===== config.mk =====
export PLATFORM = sky130hd
export DESIGN_NAME = multi_button_debouncer
export DESIGN_NICKNAME = d
export VERILOG_FILES = /design/src/rtl/core/mbd_pkg.sv /design/src/rtl/core/mbd_front.sv /design/src/rtl/core/mbd_queue.sv /design/src/rtl/core/mbd_back.sv /design/src/rtl/core/multi_button_debouncer.sv
export SDC_FILE = /design/constraint.sdc
export NUM_CORES = 1
export LEC_CHECK = 0
export ABC_AREA = 1
export BUFFER_PORTS_ARGS = -buffer_cell sky130_fd_sc_hd__buf_4
export CAP_MARGIN = 20
export CORE_MARGIN = 2
export CORE_UTILIZATION = 50
export CTS_BUF_LIST = sky130_fd_sc_hd__clkbuf_4
export CTS_CLUSTER_DIAMETER = 120
export DETAILED_ROUTE_END_ITERATION = 8
export PLACE_DENSITY = 0.78
export SLEW_MARGIN = 20
export SYNTH_ARGS = -nofsm -noshare
export SYNTH_HDL_FRONTEND = slang
export SYNTH_SLANG_ARGS = --single-unit

===== constraint.sdc =====
create_clock -name aclk -period 5.7 [get_ports aclk]
set_input_delay 0.57 -clock aclk [delete_from_list [all_inputs] [get_ports aclk]]
set_output_delay 0.57 -clock aclk [all_outputs]
set_load 0.01 [all_outputs]

===== src/rtl/core/mbd_pkg.sv =====
// Package for the multi-button debouncer: shared constants, payload types and
// the lowest-set-bit helper. No dependencies.

package mbd_pkg;

    // Fixed hardware widths
    localparam int HW_BUTTONS  = 4;
    localparam int IDX_W       = 2;
    localparam int TIME_W      = 32;
    localparam int DEB_W       = 16;
    localparam int CFG_IDX_W   = 3;
    localparam int CFG_DATA_W  = 16;
    localparam int QUEUE_DEPTH = 2;

    localparam logic [DEB_W-1:0] DEBOUNCE_RESET = 16'd50;

    // Configuration register indexes
    localparam logic [CFG_IDX_W-1:0] REG_DEBOUNCE0   = 3'd0;
    localparam logic [CFG_IDX_W-1:0] REG_DEBOUNCE1   = 3'd1;
    localparam logic [CFG_IDX_W-1:0] REG_DEBOUNCE2   = 3'd2;
    localparam logic [CFG_IDX_W-1:0] REG_DEBOUNCE3   = 3'd3;
    localparam logic [CFG_IDX_W-1:0] REG_ACTIVE_MASK = 3'd4;

    // One poll
    typedef struct packed {
        logic [TIME_W-1:0]     now_ms;
        logic [HW_BUTTONS-1:0] raw_levels;
    } mbd_in_t;

    // One event
    typedef struct packed {
        logic [IDX_W-1:0]  button_index;
        logic              pressed;
        logic [TIME_W-1:0] event_time_ms;
        logic              last_event;
    } mbd_out_t;

    // One poll's worth of settled changes, front to back
    typedef struct packed {
        logic [TIME_W-1:0]     event_time_ms;
        logic [HW_BUTTONS-1:0] event_mask;
        logic [HW_BUTTONS-1:0] pressed_bits;
    } mbd_entry_t;

    // Index of the lowest set bit (zero when none set)
    function automatic logic [IDX_W-1:0] lowest_index(input logic [HW_BUTTONS-1:0] mask);
        logic [IDX_W-1:0] idx;
        idx = '0;
        for (int i = HW_BUTTONS - 1; i >= 0; i--) begin
            if (mask[i]) begin
                idx = IDX_W'(i);
            end
        end
        return idx;
    endfunction

endpackage


===== src/rtl/core/mbd_front.sv =====
// Debouncer front end: takes polls, updates per-button debounce state and
// classifies which buttons settle. Depends on mbd_pkg.

module mbd_front #(
    parameter int ACTIVE = 4
) (
    input  logic                                           aclk,
    input  logic                                           aresetn,
    input  logic                                           s_valid,
    output logic                                           s_ready,
    input  mbd_pkg::mbd_in_t                               s_payload,
    input  logic [mbd_pkg::HW_BUTTONS-1:0][mbd_pkg::DEB_W-1:0] debounce_ms,
    input  logic [mbd_pkg::HW_BUTTONS-1:0]                 active_level_mask,
    output logic                                           push_valid,
    input  logic                                           push_ready,
    output mbd_pkg::mbd_entry_t                            push_entry
);

    logic [ACTIVE-1:0]              seeded_reg, seeded_next;
    logic [ACTIVE-1:0]              seen_reg, seen_next;
    logic [ACTIVE-1:0]              stable_reg, stable_next;
    logic [mbd_pkg::TIME_W-1:0]     change_time_reg [ACTIVE];
    logic [mbd_pkg::TIME_W-1:0]     change_time_next [ACTIVE];
    logic [mbd_pkg::HW_BUTTONS-1:0] ev_mask;
    logic [mbd_pkg::HW_BUTTONS-1:0] press_bits;
    logic [mbd_pkg::TIME_W-1:0]     held;
    logic                           raw;
    logic                           accept;

    assign s_ready = push_ready;
    assign accept  = s_valid && push_ready;

    // Per-button debounce decision, all buttons in parallel
    always_comb begin
        ev_mask     = '0;
        press_bits  = '0;
        held        = '0;
        raw         = 1'b0;
        seeded_next = seeded_reg;
        seen_next   = seen_reg;
        stable_next = stable_reg;
        for (int i = 0; i < ACTIVE; i++) begin
            change_time_next[i] = change_time_reg[i];
        end
        for (int i = 0; i < ACTIVE; i++) begin
            raw  = s_payload.raw_levels[i];
            held = s_payload.now_ms - change_time_reg[i];
            if (!seeded_reg[i]) begin
                seeded_next[i]      = 1'b1;
                seen_next[i]        = raw;
                stable_next[i]      = raw;
                change_time_next[i] = s_payload.now_ms;
            end else if (raw != seen_reg[i]) begin
                seen_next[i]        = raw;
                change_time_next[i] = s_payload.now_ms;
            end else if (raw != stable_reg[i] &&
                         !(held < {{(mbd_pkg::TIME_W-mbd_pkg::DEB_W){1'b0}}, debounce_ms[i]})) begin
                stable_next[i] = raw;
                ev_mask[i]     = 1'b1;
                press_bits[i]  = ~(raw ^ active_level_mask[i]);
            end
        end
    end

    assign push_valid               = accept && (ev_mask != '0);
    assign push_entry.event_time_ms = s_payload.now_ms;
    assign push_entry.event_mask    = ev_mask;
    assign push_entry.pressed_bits  = press_bits;

    // State update on each accepted poll
    always_ff @(posedge aclk) begin
        if (!aresetn) begin
            seeded_reg <= '0;
            seen_reg   <= '0;
            stable_reg <= '0;
            for (int i = 0; i < ACTIVE; i++) begin
                change_time_reg[i] <= '0;
            end
        end else if (accept) begin
            seeded_reg <= seeded_next;
            seen_reg   <= seen_next;
            stable_reg <= stable_next;
            for (int i = 0; i < ACTIVE; i++) begin
                change_time_reg[i] <= change_time_next[i];
            end
        end
    end

endmodule


===== src/rtl/core/mbd_queue.sv =====
// Small FIFO of settled-change entries between front and back.
// Depends on mbd_pkg.

module mbd_queue (
    input  logic                aclk,
    input  logic                aresetn,
    input  logic                push_valid,
    output logic                push_ready,
    input  mbd_pkg::mbd_entry_t push_entry,
    output logic                pop_valid,
    input  logic                pop_ready,
    output mbd_pkg::mbd_entry_t pop_entry
);

    localparam int PTR_W = $clog2(mbd_pkg::QUEUE_DEPTH);
    localparam int CNT_W = $clog2(mbd_pkg::QUEUE_DEPTH + 1);

    mbd_pkg::mbd_entry_t mem [mbd_pkg::QUEUE_DEPTH];
    logic [PTR_W-1:0]    wr_ptr_reg, rd_ptr_reg;
    logic [CNT_W-1:0]    count_reg;
    logic                push_fire, pop_fire;

    assign push_ready = (count_reg != CNT_W'(mbd_pkg::QUEUE_DEPTH));
    assign pop_valid  = (count_reg != '0);
    assign push_fire  = push_valid && push_ready;
    assign pop_fire   = pop_valid && pop_ready;
    assign pop_entry  = mem[rd_ptr_reg];

    // Storage
    always_ff @(posedge aclk) begin
        if (push_fire) begin
            mem[wr_ptr_reg] <= push_entry;
        end
    end

    // Pointers and fill count
    always_ff @(posedge aclk) begin
        if (!aresetn) begin
            wr_ptr_reg <= '0;
            rd_ptr_reg <= '0;
            count_reg  <= '0;
        end else begin
            if (push_fire) begin
                wr_ptr_reg <= wr_ptr_reg + PTR_W'(1);
            end
            if (pop_fire) begin
                rd_ptr_reg <= rd_ptr_reg + PTR_W'(1);
            end
            if (push_fire && !pop_fire) begin
                count_reg <= count_reg + CNT_W'(1);
            end else if (pop_fire && !push_fire) begin
                count_reg <= count_reg - CNT_W'(1);
            end
        end
    end

`ifndef SYNTH
    a_count_up: assert property (@(posedge aclk) disable iff (!aresetn)
        (push_fire && !pop_fire) |=> count_reg == $past(count_reg) + CNT_W'(1))
        else $error("queue count did not advance on push");
    a_ptr_gap: assert property (@(posedge aclk) disable iff (!aresetn)
        (count_reg == '0) |-> (wr_ptr_reg == rd_ptr_reg))
        else $error("queue pointers differ while empty");
`endif

endmodule


===== src/rtl/core/mbd_back.sv =====
// Debouncer back end: walks an entry's change mask in button order; unless
// stalled, issues one event per cycle via an output register. Needs mbd_pkg.

module mbd_back (
    input  logic                aclk,
    input  logic                aresetn,
    input  logic                pop_valid,
    output logic                pop_ready,
    input  mbd_pkg::mbd_entry_t pop_entry,
    output logic                m_valid,
    input  logic                m_ready,
    output mbd_pkg::mbd_out_t   m_payload
);

    logic                           work_valid_reg;
    logic [mbd_pkg::HW_BUTTONS-1:0] work_mask_reg, work_press_reg;
    logic [mbd_pkg::TIME_W-1:0]     work_time_reg;
    logic                           m_valid_reg;
    mbd_pkg::mbd_out_t              m_payload_reg;

    logic                           out_free, emit, emit_last, pop_fire;
    logic [mbd_pkg::IDX_W-1:0]      idx;
    logic [mbd_pkg::HW_BUTTONS-1:0] remaining;

    // Pick the next button to report
    assign out_free  = !m_valid_reg || m_ready;
    assign emit      = work_valid_reg && out_free;
    assign idx       = mbd_pkg::lowest_index(work_mask_reg);
    assign remaining = work_mask_reg & ~(mbd_pkg::HW_BUTTONS'(1) << idx);
    assign emit_last = emit && (remaining == '0);
    assign pop_ready = !work_valid_reg || emit_last;
    assign pop_fire  = pop_valid && pop_ready;

    assign m_valid   = m_valid_reg;
    assign m_payload = m_payload_reg;

    // Work register
    always_ff @(posedge aclk) begin
        if (!aresetn) begin
            work_valid_reg <= 1'b0;
        end else if (pop_fire) begin
            work_valid_reg <= 1'b1;
        end else if (emit_last) begin
            work_valid_reg <= 1'b0;
        end
    end

    always_ff @(posedge aclk) begin
        if (pop_fire) begin
            work_mask_reg  <= pop_entry.event_mask;
            work_press_reg <= pop_entry.pressed_bits;
            work_time_reg  <= pop_entry.event_time_ms;
        end else if (emit) begin
            work_mask_reg <= remaining;
        end
    end

    // Output register
    always_ff @(posedge aclk) begin
        if (!aresetn) begin
            m_valid_reg <= 1'b0;
        end else if (emit) begin
            m_valid_reg <= 1'b1;
        end else if (m_ready) begin
            m_valid_reg <= 1'b0;
        end
    end

    always_ff @(posedge aclk) begin
        if (emit) begin
            m_payload_reg.button_index  <= idx;
            m_payload_reg.pressed       <= work_press_reg[idx];
            m_payload_reg.event_time_ms <= work_time_reg;
            m_payload_reg.last_event    <= (remaining == '0);
        end
    end

`ifndef SYNTH
    a_work_nonempty: assert property (@(posedge aclk) disable iff (!aresetn)
        work_valid_reg |-> (work_mask_reg != '0))
        else $error("active work entry has no pending change");
    a_emit_shows: assert property (@(posedge aclk) disable iff (!aresetn)
        emit |=> m_valid_reg)
        else $error("issued event not presented");
`endif

endmodule


===== src/rtl/core/multi_button_debouncer.sv =====
// Top level of the multi-button debouncer: configuration registers and the
// front, queue and back stages. Depends on mbd_pkg, mbd_front, mbd_queue, mbd_back.

// For each accepted poll the front updates every button's debounce state at
// once and, if any button settles, stores one entry in a two-deep queue.
// The back issues the settled changes of an entry one per cycle in button
// order unless the output is stalled, so a poll with k events (one to four)
// gives k output events; the output register is the limit. Polls with no event
// are taken one per cycle, and the input stalls only while the queue holds two
// entries. Registers: 0..3 debounce time per button in ms, 4 active-level mask.

module multi_button_debouncer #(
    parameter int NUM_BUTTONS = 4
) (
    input  logic                                aclk,
    input  logic                                aresetn,
    input  logic                                s_valid,
    output logic                                s_ready,
    input  mbd_pkg::mbd_in_t                    s_payload,
    output logic                                m_valid,
    input  logic                                m_ready,
    output mbd_pkg::mbd_out_t                   m_payload,
    input  logic                                cfg_we,
    input  logic [mbd_pkg::CFG_IDX_W-1:0]       cfg_index,
    input  logic [mbd_pkg::CFG_DATA_W-1:0]      cfg_wdata
);

    localparam int ACTIVE = (NUM_BUTTONS < mbd_pkg::HW_BUTTONS) ? NUM_BUTTONS
                                                                : mbd_pkg::HW_BUTTONS;

    logic [mbd_pkg::HW_BUTTONS-1:0][mbd_pkg::DEB_W-1:0] debounce_reg;
    logic [mbd_pkg::HW_BUTTONS-1:0]                     level_mask_reg;

    logic                push_valid, push_ready, pop_valid, pop_ready;
    mbd_pkg::mbd_entry_t push_entry, pop_entry;

    // Configuration write decode
    always_ff @(posedge aclk) begin
        if (!aresetn) begin
            for (int i = 0; i < mbd_pkg::HW_BUTTONS; i++) begin
                debounce_reg[i] <= mbd_pkg::DEBOUNCE_RESET;
            end
            level_mask_reg <= '0;
        end else if (cfg_we) begin
            unique case (cfg_index) inside
                [mbd_pkg::REG_DEBOUNCE0:mbd_pkg::REG_DEBOUNCE3]: begin
                    debounce_reg[cfg_index[mbd_pkg::IDX_W-1:0]] <= cfg_wdata;
                end
                mbd_pkg::REG_ACTIVE_MASK: begin
                    level_mask_reg <= cfg_wdata[mbd_pkg::HW_BUTTONS-1:0];
                end
                default: begin
                end
            endcase
        end
    end

    mbd_front #(
        .ACTIVE(ACTIVE)
    ) u_front (
        .aclk              (aclk),
        .aresetn           (aresetn),
        .s_valid           (s_valid),
        .s_ready           (s_ready),
        .s_payload         (s_payload),
        .debounce_ms       (debounce_reg),
        .active_level_mask (level_mask_reg),
        .push_valid        (push_valid),
        .push_ready        (push_ready),
        .push_entry        (push_entry)
    );

    mbd_queue u_queue (
        .aclk       (aclk),
        .aresetn    (aresetn),
        .push_valid (push_valid),
        .push_ready (push_ready),
        .push_entry (push_entry),
        .pop_valid  (pop_valid),
        .pop_ready  (pop_ready),
        .pop_entry  (pop_entry)
    );

    mbd_back u_back (
        .aclk      (aclk),
        .aresetn   (aresetn),
        .pop_valid (pop_valid),
        .pop_ready (pop_ready),
        .pop_entry (pop_entry),
        .m_valid   (m_valid),
        .m_ready   (m_ready),
        .m_payload (m_payload)
    );

endmodule

Word-level counts from Yosys, hierarchy flattened. Memory sizes are Yosys's and may differ from the RTL's. A register that Yosys moved wholly into a read port is not among the register bits. Index checks and enable logic that the tools add are counted. W data, S select, Z words.

Word-level logic and storage cells: 204. Output and inout port bits: 38. Bits in registers: 159. Bits in writable memories: 208. Memories: 2. Bits of input ports: 60.

Memory list: u_front.change_time_reg (depth 4, width 32, rd ports 4, clocked after memory_dff 0, write ports 4, RTL line mbd_front.sv:22) `logic [mbd_pkg::TIME_W-1:0] change_time_reg [ACTIVE];`; u_queue.mem (depth 2, width 40, rd ports 1, clocked after memory_dff 1, write ports 1, RTL line mbd_queue.sv:18) `mbd_pkg::mbd_entry_t mem [mbd_pkg::QUEUE_DEPTH];`.

Reduce and logical (&&, ||, !) cells: 41. Add/sub/neg operators: 8. Multiplexer cells: 81. Bitwise gates (word level): 14. Order comparisons: 9. Equal/unequal tests: 22. Shift operators: 1.

Operators by type and width (number): $mux W32 (12); $lt A32 B16 Y1 (4); $sub A32 B32 Y32 (4); $bwmux W64 (1); $mux W1 (57); $demux W16 S2 (1); $ne A2 B2 Y1 const B (13); $mux W16 (1); $logic_and A1 B1 Y1 (14); $mux W2 (6); $reduce_and A2 Y1 (6); $reduce_and A3 Y1 (4); $reduce_bool A2 Y1 (5); $logic_not A1 Y1 (8); $mux W4 (2); $ne A1 B1 Y1 (8); $lt A2 B3 Y1 const B (2); $and A4 B4 Y4 (1); $logic_not A4 Y1 (1); $not A1 Y1 (4); $not A4 Y4 (1); $or A1 B1 Y1 (4); $reduce_bool A4 Y1 (1); $shl A1 B2 Y4 const A (1); other kinds (10) (15).

Logic depth before layout (Yosys ltp). An unclocked memory read counts as a cell.

Word-level depth: 15. Depth in mapped cells: 32.

By module. Synthesis repeated with hierarchy kept, for this count alone.

Cells, all modules: 3431. Area, all modules: 25341.8 µm².

By module, submodules not included: mbd_front (cells each 2758, sequential area each 4023.9 µm², area an instance 16877.4 µm², times used 1); mbd_queue (cells each 161, sequential area each 2502.4 µm², area an instance 3140.5 µm², times used 1); multi_button_debouncer (cells each 388, sequential area each 1361.3 µm², area an instance 2775.2 µm², times used 1); mbd_back (cells each 124, sequential area each 2322.2 µm², area an instance 2548.7 µm², times used 1).

Worst setup path before layout. Ideal clock, no wire load.

Path kind: input to register. Start point: in s_payload[4] in the netlist's numbering. End point: mem u_queue.mem[0][0] in the netlist's numbering (enable). Library setup time: 487 ps. Data arrival time: 5655 ps. Required time: 5213 ps. Path buffers: 0. Slack: -441 ps. Cell stages on the path: 27. Cell sequence: inv_1 -> ha_1 -> fa_1 -> inv_1 -> nand2_1 -> nand2_1 -> and2_2 -> nand2_1 -> nand2_2 -> nand2_1 -> nand2_1 -> xor2_1 -> ha_1 -> nand2_1 -> nor2_1 -> a211oi_1 -> nand2_1 -> nor2_1 -> nand3_1 -> nor2_1 -> nand2_1 -> nor2_1 -> nand2_1 -> nand3_2 -> nand2_2 -> nor2_2 -> nor3_1.

Word-level cells in the longest chain between the ends: 12.

Ends and longest elaborated chain: start, declared (RTL line multi_button_debouncer.sv:19) `input mbd_pkg::mbd_in_t s_payload,`; $sub A32 B32 Y32 (RTL line mbd_front.sv:47) `held = s_payload.now_ms - change_time_reg[i];`; $lt A32 B16 Y1 (RTL line mbd_front.sv:57) `!(held < {{(mbd_pkg::TIME_W-mbd_pkg::DEB_W){1'b0}}, debounce_ms[i]})) begin`; $logic_not A1 Y1 (RTL line mbd_front.sv:57); $logic_and A1 B1 Y1 (RTL line mbd_front.sv:56) `end else if (raw != stable_reg[i] &&`; $mux W1 (RTL line mbd_front.sv:56); $mux W1 (RTL line mbd_front.sv:53) `end else if (raw != seen_reg[i]) begin`; $mux W1 (RTL line mbd_front.sv:48) `if (!seeded_reg[i]) begin`; $reduce_bool A4 Y1 * (RTL line mbd_front.sv:65) `assign push_valid = accept && (ev_mask != '0);`; $logic_and A1 B1 Y1 * (RTL line mbd_front.sv:65); $logic_and A1 B1 Y1 * (RTL line mbd_queue.sv:25) `assign push_fire = push_valid && push_ready;`; $mux W1 * (RTL line mbd_queue.sv:31) `if (push_fire) begin`; $mux W1 (not written as such) * (RTL line mbd_queue.sv:32) `mem[wr_ptr_reg] <= push_entry;`; end, declared (RTL line mbd_queue.sv:18).

Mark *: on every way between the ends. The rest lies on a longest branch, timed or not.

Final worst setup path.
Start point: in s_payload[4] in the netlist's numbering. End point: reg u_queue.count_reg[1].

Word-level cells in the longest chain between the ends: 13.

Ends and longest elaborated chain: $sub A32 B32 Y32 (RTL line mbd_front.sv:47); $lt A32 B16 Y1 (RTL line mbd_front.sv:57); $logic_not A1 Y1 (RTL line mbd_front.sv:57); $logic_and A1 B1 Y1 (RTL line mbd_front.sv:56); $mux W1 (RTL line mbd_front.sv:56); $mux W1 (RTL line mbd_front.sv:53); $mux W1 (RTL line mbd_front.sv:48); $reduce_bool A4 Y1 * (RTL line mbd_front.sv:65); $logic_and A1 B1 Y1 * (RTL line mbd_front.sv:65); $logic_and A1 B1 Y1 * (RTL line mbd_queue.sv:25); named net u_queue.push_fire (RTL line mbd_queue.sv:21) `logic push_fire, pop_fire;`; $logic_not A1 Y1 (RTL line mbd_queue.sv:51) `end else if (pop_fire && !push_fire) begin`; $logic_and A1 B1 Y1 (RTL line mbd_queue.sv:51); $reduce_bool A2 Y1 (no line); end signal, assigned (RTL line mbd_queue.sv:50) `count_reg <= count_reg + CNT_W'(1);`; end signal, assigned (RTL line mbd_queue.sv:52) `count_reg <= count_reg - CNT_W'(1);`; end, declared (RTL line mbd_queue.sv:20) `logic [CNT_W-1:0] count_reg;`.

The timed path passes the listed nets; every way through them passes the cells marked *. A chain may end at the register's enable or synchronous reset.

==> impl_results.md <==
* Compound-cell area share of the yosys netlist at 0.0664
* Worst supply voltage drop on vdd at 239 uV
* NetSw at 0.00371 W
* Max-slew violation count at 0
* Xor/xnor cell area share of the yosys netlist at 0.0235
* Vias per std cell at 5.00
* Maximum number of pins on one net before global-route repair at 86
* Number of H-tree branching levels at 3
* Fill count at 4590
* Critical path's most frequent cell: nand2_1
* Top-Level Pins at 98
* Proportion of layout cells with a drive suffix above 1 at 0.0992
* Synthesized instance count at 3310
* Crit path max-delay cell type: dlygate4sd3_1
* Clock-pin slew reported for the worst setup and hold paths after clock tree synthesis at 0.08 ns
* Achievable clock frequency at 219 MHz
* HPWL Detailed at 53700 microns
* Leak Pwr at 14.0 nW
* Antenna violation net count after detailed routing at 0
* Dominant combinational cell family by area after synthesis: simple AND/OR/NAND/NOR gates
* Antenna violations before repair at 2
* Number of global-route vias before repair at 20500
* Data arrival time of the worst path at 5.31 ns
* Result of the run: finished, final reports clean
* Remaining global-route overflow at 0
* Area fraction in and, or, nand and nor cells after synthesis at 0.261
* Die W at 226 microns
* Fraction of power consumed by combinational cells at 0.378
* Hold path endpoint: u_front.seen_reg[0]
* Wire length reported by the detailed router at 67000 microns
* CTS buffer count at 96
* Fin util at 0.571
* Final setup violation count at 0
* Path category of the worst min-delay check: input pin to register
* TritonCTS clock tree: done
* Total power density per cell area at 352 nW/um^2
* Worst slew margin relative to its limit at 0.220
* Mapped cell area at 24600 sq um
* Number of cells traversed by the worst register-to-register path at 31
* GRT Total Usage at 0.267
* Fraction of the mapped netlist area in adder cells at 0.0974
* Height of the chip at 226 microns
* Maxcap violations at 0
* Largest buffer count on any clock path at 3
* Clock group share of total power at 0.240
* Area inside the core boundary at 48700 sq um
* Total Negative Setup Slacks at 0 ns
* Worst reg-to-reg setup slack at 1.35 ns
* Global-route wire length before repair at 104000 microns
* Seq cells post-synth at 368
* Synthesis warning total at 0
* Final hold vios at 0
* Detailed-route DRC error count at 0
* Detailed Route Iter0 Violations at 1310
* Quantity of I/O buffers inserted on ports at 97
* RSZ-0062 raised after global routing: no
* Share of power burned in registers at 0.381
* Area added between synthesis and finish at 13.2%
* Number of flip-flops under the largest register name at 128
* Drt first pass iters at 7
* Worst hold path stage count at 3
* TritonCTS sink count at 368
* Cell-internal power at 0.00608 W
* Startpoint of the lowest-slack hold path: s_payload[0]
* Avg WL per Cell at 15.7 microns
* Transition at the pin with the smallest max-transition slack at 1.14 ns
* Clock latency reported for the late side of the worst-skew pair at 0.86 ns
* Delay of the slowest cell on the worst path at 0.52 ns
* Root cell of the clock tree: clkbuf_4
* Mean instance size in the synthesized netlist at 7.43 sq um
* Num rows at 81
* Multiplexer share of the synthesized area at 0.0169
* Routability congestion estimate from global placement at 0.956
* Worst-path maximum fanout at 6
* Type of element capturing the critical path: register
* Vias at 21300
* Startpoint kind of the worst setup timing path: input pin
* Reg2Reg Capture Point: u_queue.count_reg[1]
* Synth Net Count at 3559
* Final critical-path share of the clock period at 0.800
* Sw frac at 0.379
* GR met1 Demand/Resource at 0.339
* Final critical path time including I/O delays and setup at 4.56 ns
* Final #Nets at 3772
* Area of the die at 51000 sq um
* Share of synthesized area occupied by flip-flops and latches at 0.415
* Starting utilization of the core area at 0.504
* Global routing usage on met2 at 0.450
* Type of the worst setup path: input pin to register
* Worst Clk Skew at 0.0609 ns
* Count of cell types in the netlist at 44
* Top Usage Layer GRT: met2
* GR met3 Demand/Resource at 0.0373
* Crit path required time at 6.45 ns
* Number of setup buffers added after CTS at 0
* Reg-to-Reg Start: u_front.change_time_reg[3][0]
layer usage:
layer | vias up | part of all wire
met3 | 157 | 0.066
met2 | 690 | 0.47
met4 | 0 | 0.038
met1 | 9632 | 0.43
li1 | 10800 | -
met5 | - | 0
worst max-delay path, delay by kind of cell:
family	cells	cell delay (ns)
fa+ha+maj	4	1.32
compound gates	5	0.61
buf+inv	4	0.90
xor+xnor	1	0.16
simple gates	20	1.71
power groups by stage:
stage	Clock [W]	Combinational [W]	Sequential, W
floorplan	0	0.00258	0.00377
global placement	0	0.00358	0.00377
detailed placement	0	0.00364	0.00379
CTS	0.00241	0.00368	0.00374
global route	0.00255	0.00419	0.00378
finish	0.00235	0.00370	0.00373
timing repair:
item	in CTS	in global routing
resized for setup	0	0
hold buffers	42	0
hold endpoints to repair	79	0
cells by family after synthesis:
| family | after synthesis |
|---|---|
| simple gates | 1569 |
| buf+inv | 779 |
| flops | 368 |
| compound gates | 302 |
| fa+ha+maj | 189 |
| xor+xnor | 66 |
| mux | 37 |
area by class of cell:
cell class	count	area [sq um]	share of cell area
clock buffer	131	983	0.0353
sequential	368	10200	0.367
timing repair buffer	147	1210	0.0434
antenna	2	5.00	0.000180
inverter	747	2800	0.101
tap	664	831	0.0299
clock inverter	42	274	0.00985
multi-input combinational	2163	11500	0.414
through the flow:
step	hold slack (ns)	worst slack [ns]	instances	power (W)	instance area [sq um]
after CTS	0.00698	1.18	4262	0.00983	27800
after global routing	0.0521	0.574	4263	0.0105	27800
after detailed placement	0.405	0.807	4047	0.00743	26100
after floorplan	0.400	0.796	3310	0.00635	24600
after global placement	0.400	0.854	4047	0.00736	26100
final	0.0731	1.14	4264	0.00979	27800
cells in the mapped netlist, drive strengths merged:
master,number,share of area
a2111oi,4,0.0014
a211oi,6,0.0018
a21boi,1,0.00031
a21o,2,0.00061
a21oi,166,0.034
a31oi,3,0.00076
and2,9,0.0023
and3,2,0.00051
buf,2,0.00041
clkbuf,30,0.0046
clkinv,5,0.00076
dfxtp,84,0.068
edfxtp,284,0.35
fa,4,0.0033
ha,185,0.094
inv,742,0.11
mux2,36,0.016
mux2i,1,0.00041
nand2,1014,0.16
nand3,137,0.030
nand3b,13,0.0043
nand4,32,0.0081
nor2,338,0.054
nor3,22,0.0051
o211ai,15,0.0046
o21a,4,0.0012
o21ai,89,0.018
o21bai,10,0.0031
o221ai,1,0.00036
o311ai,1,0.00036
or2,2,0.00051
xnor2,6,0.0021
xor2,60,0.021
cell usage in the layout, fill, tap and decap left out, drive strengths merged:
master       count
nand2         1014
inv            747
nor2           338
edfxtp         284
ha             185
a21oi          166
nand3          137
clkbuf         131
buf            105
o21ai           89
dfxtp           84
xor2            60
dlygate4sd3     42
clkinv          39
mux2            36
nand4           32
nor3            22
o211ai          15
nand3b          13
o21bai          10
and2             9
a211oi           6
xnor2            6
o21a             4
a2111oi          4
fa               4
a31oi            3
bufinv           3
diode            2
and3             2
a21o             2
or2              2
o221ai           1
a21boi           1
mux2i            1
o311ai           1
worst max-delay path by stage:
| stage | to | slack (ns) | from | cells after the start |
|---|---|---|---|---|
| after CTS | u_queue.count_reg[1] | 1.18 | s_payload[4] | 34 |
| after global routing | u_queue.count_reg[1] | 0.57 | s_payload[4] | 34 |
| after detailed placement | u_queue.count_reg[1] | 0.81 | s_payload[4] | 33 |
| final | u_queue.count_reg[1] | 1.14 | s_payload[4] | 34 |
| after global placement | u_queue.count_reg[1] | 0.85 | s_payload[4] | 33 |
| after floorplan | u_queue.mem[0][0] | 0.80 | s_payload[4] | 27 |
Note: power is estimated with default switching activity, not from simulation.
